==> config.mk <==
export PLATFORM = sky130hd
export DESIGN_NAME = lifo_stack_with_search_remove_flat
export DESIGN_NICKNAME = d
export VERILOG_FILES = /design/src/design/lss_pkg.sv /design/src/design/lss_if.sv /design/src/design/lifo_stack_with_search_remove.sv /design/src/design/lss_cell.sv /design/src/flat_wrapper.sv
export SDC_FILE = /design/constraint.sdc
export NUM_CORES = 1
export LEC_CHECK = 0
export ABC_AREA = 1
export BUFFER_PORTS_ARGS = -buffer_cell sky130_fd_sc_hd__buf_2
export CORE_ASPECT_RATIO = 1.2
export CORE_MARGIN = 2
export CORE_UTILIZATION = 65
export CTS_BUF_LIST = sky130_fd_sc_hd__clkbuf_16
export DETAILED_ROUTE_END_ITERATION = 6
export MAX_ROUTING_LAYER = met4
export PLACE_DENSITY = 0.86
export SYNTH_ARGS = -nofsm -noshare
export SYNTH_HDL_FRONTEND = slang
export SYNTH_HIERARCHICAL = 1
export SYNTH_SLANG_ARGS = --single-unit
==> constraint.sdc <==
create_clock -name clock -period 9.4 [get_ports clock]
set_input_delay 0.47 -clock clock [delete_from_list [all_inputs] [get_ports clock]]
set_output_delay 0.47 -clock clock [all_outputs]
set_load 0.01 [all_outputs]
==> src/design/lss_pkg.sv <==
// ----------------------------------------------------------------------------
// lifo stack package
// operation, status and cell command codes shared by the stack files
// ----------------------------------------------------------------------------
`default_nettype none

package lss_pkg;

   localparam int OPERATION_WIDTH = 3;
   localparam int OPERAND_WIDTH   = 32;
   localparam int RESULT_WIDTH    = 32;
   localparam int DISTANCE_WIDTH  = 4;
   localparam int STATUS_WIDTH    = 2;
   localparam int OCCUPANCY_WIDTH = 5;

   typedef enum logic [OPERATION_WIDTH-1:0] {
      OP_PUSH   = 3'd0,
      OP_POP    = 3'd1,
      OP_PEEK   = 3'd2,
      OP_SEARCH = 3'd3,
      OP_REMOVE = 3'd4
   } op_type;

   typedef enum logic [STATUS_WIDTH-1:0] {
      ST_OK        = 2'd0,
      ST_UNDERFLOW = 2'd1,
      ST_OVERFLOW  = 2'd2
   } status_type;

   // what every cell does with its word
   typedef enum logic [1:0] {
      CMD_HOLD   = 2'd0,
      CMD_PUSH   = 2'd1,
      CMD_POP    = 2'd2,
      CMD_REMOVE = 2'd3
   } cell_cmd_type;

endpackage

`default_nettype wire

==> src/design/lss_if.sv <==
// ----------------------------------------------------------------------------
// lifo stack channels
// valid/ready interfaces for the request and response channels
// ----------------------------------------------------------------------------
`default_nettype none

interface lss_req_if;
   import lss_pkg::*;
   logic                               valid;
   logic                               ready;
   logic [OPERATION_WIDTH-1:0]         operation;
   logic signed [OPERAND_WIDTH-1:0]    operand_value;

   modport source (output valid, output operation, output operand_value, input ready);
   modport sink   (input valid, input operation, input operand_value, output ready);
endinterface

interface lss_rsp_if;
   import lss_pkg::*;
   logic                               valid;
   logic                               ready;
   logic signed [RESULT_WIDTH-1:0]     result_value;
   logic                               found;
   logic [DISTANCE_WIDTH-1:0]          distance_from_top;
   logic [STATUS_WIDTH-1:0]            status;
   logic [OCCUPANCY_WIDTH-1:0]         occupancy;

   modport source (output valid, output result_value, output found,
                   output distance_from_top, output status, output occupancy,
                   input ready);
   modport sink   (input valid, input result_value, input found,
                   input distance_from_top, input status, input occupancy,
                   output ready);
endinterface

`default_nettype wire

==> src/design/lifo_stack_with_search_remove.sv <==
// ----------------------------------------------------------------------------
// lifo stack with search and remove
// fixed-depth stack of signed words built as a row of shifting cells
// ----------------------------------------------------------------------------
// usage:
//   req_if carries one operation per transfer: push, pop, peek, search or
//   remove, with the operand value. rsp_if returns exactly one result per
//   request: popped or top value, found flag, distance of the topmost match
//   below the top, status (ok, underflow, overflow) and occupancy after it.
//   the top of stack sits in cell 0; push shifts every cell down, pop shifts
//   every cell up, remove shifts up only the cells at and below the topmost
//   match. every cell compares its word with the operand in parallel and a
//   hit flag ripples down the row. the result is registered and valid in
//   the cycle after the request transfer. the stack takes one request per
//   cycle while the receiver takes each response; the response register
//   frees up in the same cycle it is taken, so back-to-back transfers
//   keep flowing.
//   reset (synchronous, active high) empties the stack and drops any pending
//   response; stored words are not cleared.
//   when the receiver stalls, the response holds and req_if.ready falls,
//   so no request is taken until the result is delivered.
// ----------------------------------------------------------------------------
`default_nettype none

module lifo_stack_with_search_remove #(
   parameter int DEPTH       = 16,
   parameter int VALUE_WIDTH = 32
) (
   input  wire logic  clock,
   input  wire logic  reset,
   lss_req_if.sink    req_if,
   lss_rsp_if.source  rsp_if
);
   import lss_pkg::*;

   localparam int CntWidth = $clog2(DEPTH + 1);
   localparam int IdxWidth = (DEPTH > 1) ? $clog2(DEPTH) : 1;

   // cell row
   logic [VALUE_WIDTH-1:0] cell_value [DEPTH];
   logic [DEPTH-1:0]       cell_match;
   logic [DEPTH:0]         hit_chain;
   cell_cmd_type           cell_cmd;
   logic [VALUE_WIDTH-1:0] key;

   // control
   logic [CntWidth-1:0]    count_ff, count_in;
   logic                   req_accept;
   logic                   stack_full, stack_empty, found_any;
   logic [IdxWidth-1:0]    match_idx;
   cell_cmd_type           op_cmd;

   // response register
   logic                   rsp_valid_ff;
   logic [RESULT_WIDTH-1:0]    result_ff, result_in;
   logic                       found_ff, found_in;
   logic [DISTANCE_WIDTH-1:0]  dist_ff, dist_in;
   status_type                 status_ff, status_in;
   logic [OCCUPANCY_WIDTH-1:0] occ_ff, occ_in;

   // width helpers
   logic [63:0]                         operand_ext;
   logic [VALUE_WIDTH+63:0]             top_ext;
   logic [IdxWidth+DISTANCE_WIDTH-1:0]  dist_wide;
   logic [CntWidth+OCCUPANCY_WIDTH-1:0] occ_wide;

   // operand sign-extended then cut to the stored width
   assign operand_ext = {{32{req_if.operand_value[OPERAND_WIDTH-1]}}, req_if.operand_value};
   assign key         = operand_ext[VALUE_WIDTH-1:0];
   assign top_ext     = {{64{cell_value[0][VALUE_WIDTH-1]}}, cell_value[0]};

   assign req_accept  = req_if.valid && req_if.ready;
   assign req_if.ready = !rsp_valid_ff || rsp_if.ready;

   assign stack_full  = (count_ff == CntWidth'(DEPTH));
   assign stack_empty = (count_ff == '0);
   assign hit_chain[0] = 1'b0;
   assign found_any   = hit_chain[DEPTH];

   // cells only change on an accepted request
   assign cell_cmd = req_accept ? op_cmd : CMD_HOLD;

   for (genvar g = 0; g < DEPTH; g++) begin : g_cell
      logic [VALUE_WIDTH-1:0] upper_value, lower_value;
      logic                   occupied;

      assign occupied = (CntWidth'(g) < count_ff);

      if (g == 0) begin : g_top
         assign upper_value = key;
      end else begin : g_mid
         assign upper_value = cell_value[g-1];
      end

      // the bottom cell keeps its own word on a shift up; it is then unused
      if (g == DEPTH - 1) begin : g_bottom
         assign lower_value = cell_value[g];
      end else begin : g_above
         assign lower_value = cell_value[g+1];
      end

      lss_cell #(
         .VALUE_WIDTH (VALUE_WIDTH)
      ) u_cell (
         .clock       (clock),
         .cmd         (cell_cmd),
         .key         (key),
         .occupied    (occupied),
         .upper_value (upper_value),
         .lower_value (lower_value),
         .hit_in      (hit_chain[g]),
         .hit_out     (hit_chain[g+1]),
         .match       (cell_match[g]),
         .value       (cell_value[g])
      );
   end

   // topmost match: cell index equals distance from the top
   always_comb begin
      match_idx = '0;
      for (int i = DEPTH - 1; i >= 0; i--) begin
         if (cell_match[i]) begin
            match_idx = IdxWidth'(i);
         end
      end
   end

   assign dist_wide = {{DISTANCE_WIDTH{1'b0}}, match_idx};

   // operation decode
   always_comb begin
      op_cmd    = CMD_HOLD;
      count_in  = count_ff;
      result_in = '0;
      found_in  = 1'b0;
      dist_in   = '0;
      status_in = ST_OK;
      case (op_type'(req_if.operation))
         OP_PUSH: begin
            if (stack_full) begin
               status_in = ST_OVERFLOW;
            end else begin
               op_cmd   = CMD_PUSH;
               count_in = count_ff + CntWidth'(1);
            end
         end
         OP_POP, OP_PEEK: begin
            if (stack_empty) begin
               status_in = ST_UNDERFLOW;
            end else begin
               result_in = top_ext[RESULT_WIDTH-1:0];
               if (op_type'(req_if.operation) == OP_POP) begin
                  op_cmd   = CMD_POP;
                  count_in = count_ff - CntWidth'(1);
               end
            end
         end
         OP_SEARCH: begin
            found_in = found_any;
            if (found_any) begin
               dist_in = dist_wide[DISTANCE_WIDTH-1:0];
            end
         end
         OP_REMOVE: begin
            found_in = found_any;
            if (found_any) begin
               op_cmd   = CMD_REMOVE;
               count_in = count_ff - CntWidth'(1);
            end
         end
         default: begin
            op_cmd = CMD_HOLD;
         end
      endcase
   end

   assign occ_wide = {{OCCUPANCY_WIDTH{1'b0}}, count_in};
   assign occ_in   = occ_wide[OCCUPANCY_WIDTH-1:0];

   // control state
   always_ff @(posedge clock) begin
      if (reset) begin
         count_ff     <= '0;
         rsp_valid_ff <= 1'b0;
      end else begin
         if (req_accept) begin
            count_ff     <= count_in;
            rsp_valid_ff <= 1'b1;
         end else if (rsp_if.ready) begin
            rsp_valid_ff <= 1'b0;
         end
      end
   end

   // response payload
   always_ff @(posedge clock) begin
      if (req_accept) begin
         result_ff <= result_in;
         found_ff  <= found_in;
         dist_ff   <= dist_in;
         status_ff <= status_in;
         occ_ff    <= occ_in;
      end
   end

   assign rsp_if.valid             = rsp_valid_ff;
   assign rsp_if.result_value      = result_ff;
   assign rsp_if.found             = found_ff;
   assign rsp_if.distance_from_top = dist_ff;
   assign rsp_if.status            = status_ff;
   assign rsp_if.occupancy         = occ_ff;

endmodule

`default_nettype wire

==> src/design/lss_cell.sv <==
// ----------------------------------------------------------------------------
// lifo stack cell
// one stack word: compares against the key and shifts with its neighbors
// ----------------------------------------------------------------------------
`default_nettype none

module lss_cell #(
   parameter int VALUE_WIDTH = 32
) (
   input  wire logic                   clock,
   input  wire lss_pkg::cell_cmd_type  cmd,
   input  wire logic [VALUE_WIDTH-1:0] key,
   input  wire logic                   occupied,
   input  wire logic [VALUE_WIDTH-1:0] upper_value,
   input  wire logic [VALUE_WIDTH-1:0] lower_value,
   input  wire logic                   hit_in,
   output      logic                   hit_out,
   output      logic                   match,
   output      logic [VALUE_WIDTH-1:0] value
);
   import lss_pkg::*;

   logic [VALUE_WIDTH-1:0] value_ff, value_in;

   assign match   = occupied && (value_ff == key);
   // a match here or nearer the top
   assign hit_out = hit_in || match;
   assign value   = value_ff;

   always_comb begin
      value_in = value_ff;
      case (cmd)
         CMD_PUSH:   value_in = upper_value;
         CMD_POP:    value_in = lower_value;
         CMD_REMOVE: begin
            if (hit_out) begin
               value_in = lower_value;
            end
         end
         default:    value_in = value_ff;
      endcase
   end

   always_ff @(posedge clock) begin
      value_ff <= value_in;
   end

endmodule

`default_nettype wire

==> src/flat_wrapper.sv <==
// flat-port wrapper written by rule: the top's interface ports become plain ports
module lifo_stack_with_search_remove_flat import lss_pkg::*;
#(
   parameter int DEPTH       = 16,
   parameter int VALUE_WIDTH = 32
)
  (clock, reset, req_if_valid, req_if_operation, req_if_operand_value, req_if_ready, rsp_if_valid, rsp_if_result_value, rsp_if_found, rsp_if_distance_from_top, rsp_if_status, rsp_if_occupancy, rsp_if_ready);
  lss_req_if req_if_i ();
  lss_rsp_if rsp_if_i ();
  input  wire logic clock;
  input  wire logic reset;
  input wire logic [$bits(req_if_i.valid)-1:0] req_if_valid;
  input wire logic [$bits(req_if_i.operation)-1:0] req_if_operation;
  input wire logic [$bits(req_if_i.operand_value)-1:0] req_if_operand_value;
  output wire logic [$bits(req_if_i.ready)-1:0] req_if_ready;
  output wire logic [$bits(rsp_if_i.valid)-1:0] rsp_if_valid;
  output wire logic [$bits(rsp_if_i.result_value)-1:0] rsp_if_result_value;
  output wire logic [$bits(rsp_if_i.found)-1:0] rsp_if_found;
  output wire logic [$bits(rsp_if_i.distance_from_top)-1:0] rsp_if_distance_from_top;
  output wire logic [$bits(rsp_if_i.status)-1:0] rsp_if_status;
  output wire logic [$bits(rsp_if_i.occupancy)-1:0] rsp_if_occupancy;
  input wire logic [$bits(rsp_if_i.ready)-1:0] rsp_if_ready;
  assign req_if_i.valid = req_if_valid;
  assign req_if_i.operation = req_if_operation;
  assign req_if_i.operand_value = req_if_operand_value;
  assign req_if_ready = req_if_i.ready;
  assign rsp_if_valid = rsp_if_i.valid;
  assign rsp_if_result_value = rsp_if_i.result_value;
  assign rsp_if_found = rsp_if_i.found;
  assign rsp_if_distance_from_top = rsp_if_i.distance_from_top;
  assign rsp_if_status = rsp_if_i.status;
  assign rsp_if_occupancy = rsp_if_i.occupancy;
  assign rsp_if_i.ready = rsp_if_ready;
  lifo_stack_with_search_remove #(.DEPTH(DEPTH), .VALUE_WIDTH(VALUE_WIDTH)) u_core (.clock(clock), .reset(reset), .req_if(req_if_i), .rsp_if(rsp_if_i));
endmodule
==> summary.txt <==
Run status
  – Outcome: complete, no violations

GRT
  – Vias in the first global route: 31000
  – Total gr overflow: 0
  – First-pass GRT wire length: 197000 um
  – Antenna violations before repair: 4
  – Largest net degree at the start of global routing: 50
  – GRT Overall Usage: 45.8%

Route
  – DRT antenna net count: 0
  – WL/cell: 24.4 um
  – Number of vias in the routed layout: 33400
  – DRT Pass-1 Iters: 7
  – Routed WL: 137000 um
  – 1st-iter DRT viols: 5571
  – # DRC: 0
  – Vias per cell: 5.96

Power
  – Power per Cell Area: 159 mW/mm2
  – Leak Pwr: 19.9 nW
  – Worst IR Drop VDD: 0.168 mV

Worst setup path
  – Slowest stage delay, CP: 0.64 ns
  – Worst Setup End Kind: flip-flop
  – Max stage delay cell, worst path: nand2_2
  – CP required: 9.65 ns
  – Max Fanout on Critical Path: 32
  – Worst setup startpoint: u_core/count_ff[0]
  – Critical path class: flip-flop to flip-flop
  – Worst EP arrival: 6.50 ns
  – Dominant cell type by count on the critical path: inv_1
  – Worst flop-to-flop path startpoint: u_core/count_ff[0]
  – Worst Setup Start Kind: flip-flop

STA
  – Final setup fails: 0
  – Final clock skew: 0.0262 ns
  – RSZ-0062 raised after global routing: false
  – Worst slew pin tran: 1.08 ns
  – Slew Limit Fails: 0
  – Fmax: 0.160 GHz
  – Slew HR: 28.0%
  – Minimum clock period: 6.25 ns
  – Setup WS post-layout: 3.15 ns
  – Hold Slack: 0.164 ns
  – Final setup TNS: 0 ns
  – Fin crit share: 66.5%
  – Final hold viol count: 0

Finish
  – Finished Cell Area: 0.0417 mm2
  – Layout fillers: 4650
  – Area Growth Syn to Fin: 8.85%
  – Footprint of the multi-input gates: 0.0173 mm2
  – Register area: 0.0168 mm2
  – Layout cells sized above 1: 17.8%
  – Nets: 4837
  – Non-Filler Instances: 5601

CTS
  – Clock tree buffer depth: 3
  – Root buffer cell: clkbuf_16
  – Number of CTS-inserted buffers: 57
  – Postcts setup bufs: 0
  – Clock Pin Slew Worst Setup and Hold Paths: 0.06 ns
  – Worst-skew pair later-pin latency: 0.65 ns
  – Post-CTS sizing: 0
  – CTS tree: done
  – Clock sink total: 562
  – Hold buffer count at cts: 0
  – H-Tree Depth: 2

Hold path
  – Hold_sp: rsp_if_ready
  – Class of the worst hold path: input pin to flip-flop

Placed design
  – Placed insts: 5496
  – DP HPWL: 101000 um
  – RePlAce Congestion: 1.07
  – Pre-CTS WS: 3.06 ns
  – IO buf count: 84
  – DP Area: 0.0398 mm2

Logic synthesis
  – Synthesized flop and latch total: 562
  – Distinct cells, synth: 43
  – Mapped cell area: 0.0383 mm2
  – Ys Warns: 6
  – Cells after Synth: 4614
  – Avg Inst Size Synth: 8.30 um2
  – Sequential-to-total area share from yosys stat: 43.9%
  – Most used flip-flop cell after synthesis: edfxtp_1
  – Syn nets: 4688
  – Post-synth ARST share: 0%
  – Post-synth EDFFs: 556

Floorplanning
  – Ports: 85
  – Initial Util: 65.6%
  – Die X: 226 um
  – Core area: 0.0584 mm2
  – DIE AREA: 0.0609 mm2
  – Die Y: 270 um
  – FP Rows: 97

Run
  – Max_cap viols: 0
-- cell usage in the layout (no fill, tap or decap), drive strengths merged --
| master | netlist | final |
|---|---|---|
| a211oi | 13 | 13 |
| a21boi | 1 | 1 |
| a21oi | 15 | 15 |
| a31oi | 2 | 2 |
| and3 | 13 | 13 |
| buf | 49 | 142 |
| bufinv | 0 | 8 |
| clkbuf | 3 | 59 |
| clkinv | 14 | 38 |
| clkinvlp | 0 | 5 |
| conb | 1 | 1 |
| dfxtp | 6 | 6 |
| diode | 0 | 3 |
| edfxtp | 556 | 556 |
| ha | 35 | 35 |
| inv | 994 | 1000 |
| mux2 | 512 | 512 |
| nand2 | 1390 | 1390 |
| nand3 | 92 | 92 |
| nand4 | 152 | 152 |
| nor2 | 400 | 400 |
| nor3 | 18 | 18 |
| nor3b | 3 | 3 |
| nor4 | 21 | 21 |
| o2111ai | 6 | 6 |
| o211ai | 2 | 2 |
| o21ai | 110 | 110 |
| o21bai | 1 | 1 |
| o22ai | 9 | 9 |
| o31ai | 1 | 1 |
| or2 | 60 | 60 |
| xnor2 | 126 | 126 |
| xor2 | 9 | 9 |
-- metrics by stage --
step	power [mW]	utilization (%)
floorplan	3.80	-
global placement	4.22	68.2
detailed placement	4.24	68.2
CTS	6.57	71.4
global route	6.80	71.4
finish	6.62	71.4
-- power by group --
part,internal [mW],total [mW],switching (mW),leakage (nW)
Clock,1.35,2.37,1.02,0.930
Combinational,0.381,1.07,0.686,13.7
Sequential,2.96,3.18,0.226,5.20
Total,4.69,6.62,1.93,19.9
-- cells by family after synthesis --
| logic type | count (synthesis) | share of synthesized area [%] |
|---|---|---|
| adder cells (fa/ha/maj) | 35 | 1.14 |
| AND/OR/NAND/NOR | 2149 | 23.6 |
| XOR/XNOR | 135 | 3.11 |
| flip-flops | 562 | 43.9 |
| AO/OA/AOI/OAI | 160 | 2.33 |
| other | 1 | 0.00979 |
| buffers and inverters | 1060 | 10.9 |
| multiplexers | 512 | 15.0 |
-- synth_stat cells, drive strengths merged (13+ instances only) --
| cell type | n | area, um2 |
|---|---|---|
| nand2 | 1390 | 5340 |
| inv | 994 | 3730 |
| or2 | 60 | 375 |
| mux2 | 512 | 5770 |
| o21ai | 110 | 551 |
| nor2 | 400 | 1590 |
| and3 | 13 | 81.3 |
| xnor2 | 126 | 1100 |
| nor3 | 18 | 90.1 |
| a21oi | 15 | 78.8 |
| ha | 35 | 438 |
| a211oi | 13 | 97.6 |
| nand3 | 92 | 460 |
| edfxtp | 556 | 16700 |
| buf | 49 | 372 |
| nor4 | 21 | 131 |
| nand4 | 152 | 951 |
| clkinv | 14 | 53.8 |
-- worst max-delay path, delay by kind of cell, from the launching register on --
kind                     cells  cell delay (ns)
flip-flops                   1             0.49
adder cells (fa/ha/maj)      1             0.29
buffers and inverters       20             1.59
AND/OR/NAND/NOR             27             3.46
-- registers in the layout, summed over array words and instances (netlist names) --
signal                           flops
u_core/count_ff                      5
u_core/rsp_if.found                  1
u_core/rsp_if.status                 2
u_core/rsp_if.valid                  1
u_core/rsp_if.distance_from_top      4
u_core/rsp_if.result_value          32
u_core/rsp_if.occupancy              5
u_core/g_cell.u_cell/value         512
-- layer usage --
metal	up-vias	part of all wire, %	global-route usage [%]
li1	15000	-	-
met1	15200	34	53.6
met2	2480	45	69.8
met3	687	12	10.7
met4	0	8.6	31.7
met5	-	0	-
-- area by class of cell --
type / count / area share (%)
inverters: 1008 / 9.08
repair buffers: 142 / 2.05
flip-flops and latches: 562 / 40.3
diodes: 3 / 0.0180
clock inverters: 43 / 1.03
well taps: 792 / 2.38
clock buffers: 59 / 3.54
multi-input cells: 2992 / 41.6
-- final timing paths --
kind                                                          to  slack (ns)  cells after the start
worst max register to register  u_core/g_cell[5].u_cell/value[1]        3.15                     48
worst max-delay path            u_core/g_cell[5].u_cell/value[1]        3.15                     48
worst min register to register               u_core/rsp_if.valid        0.55                      2
worst min-delay path                         u_core/rsp_if.valid        0.16                      4
Power figures use the tool's default switching activity.
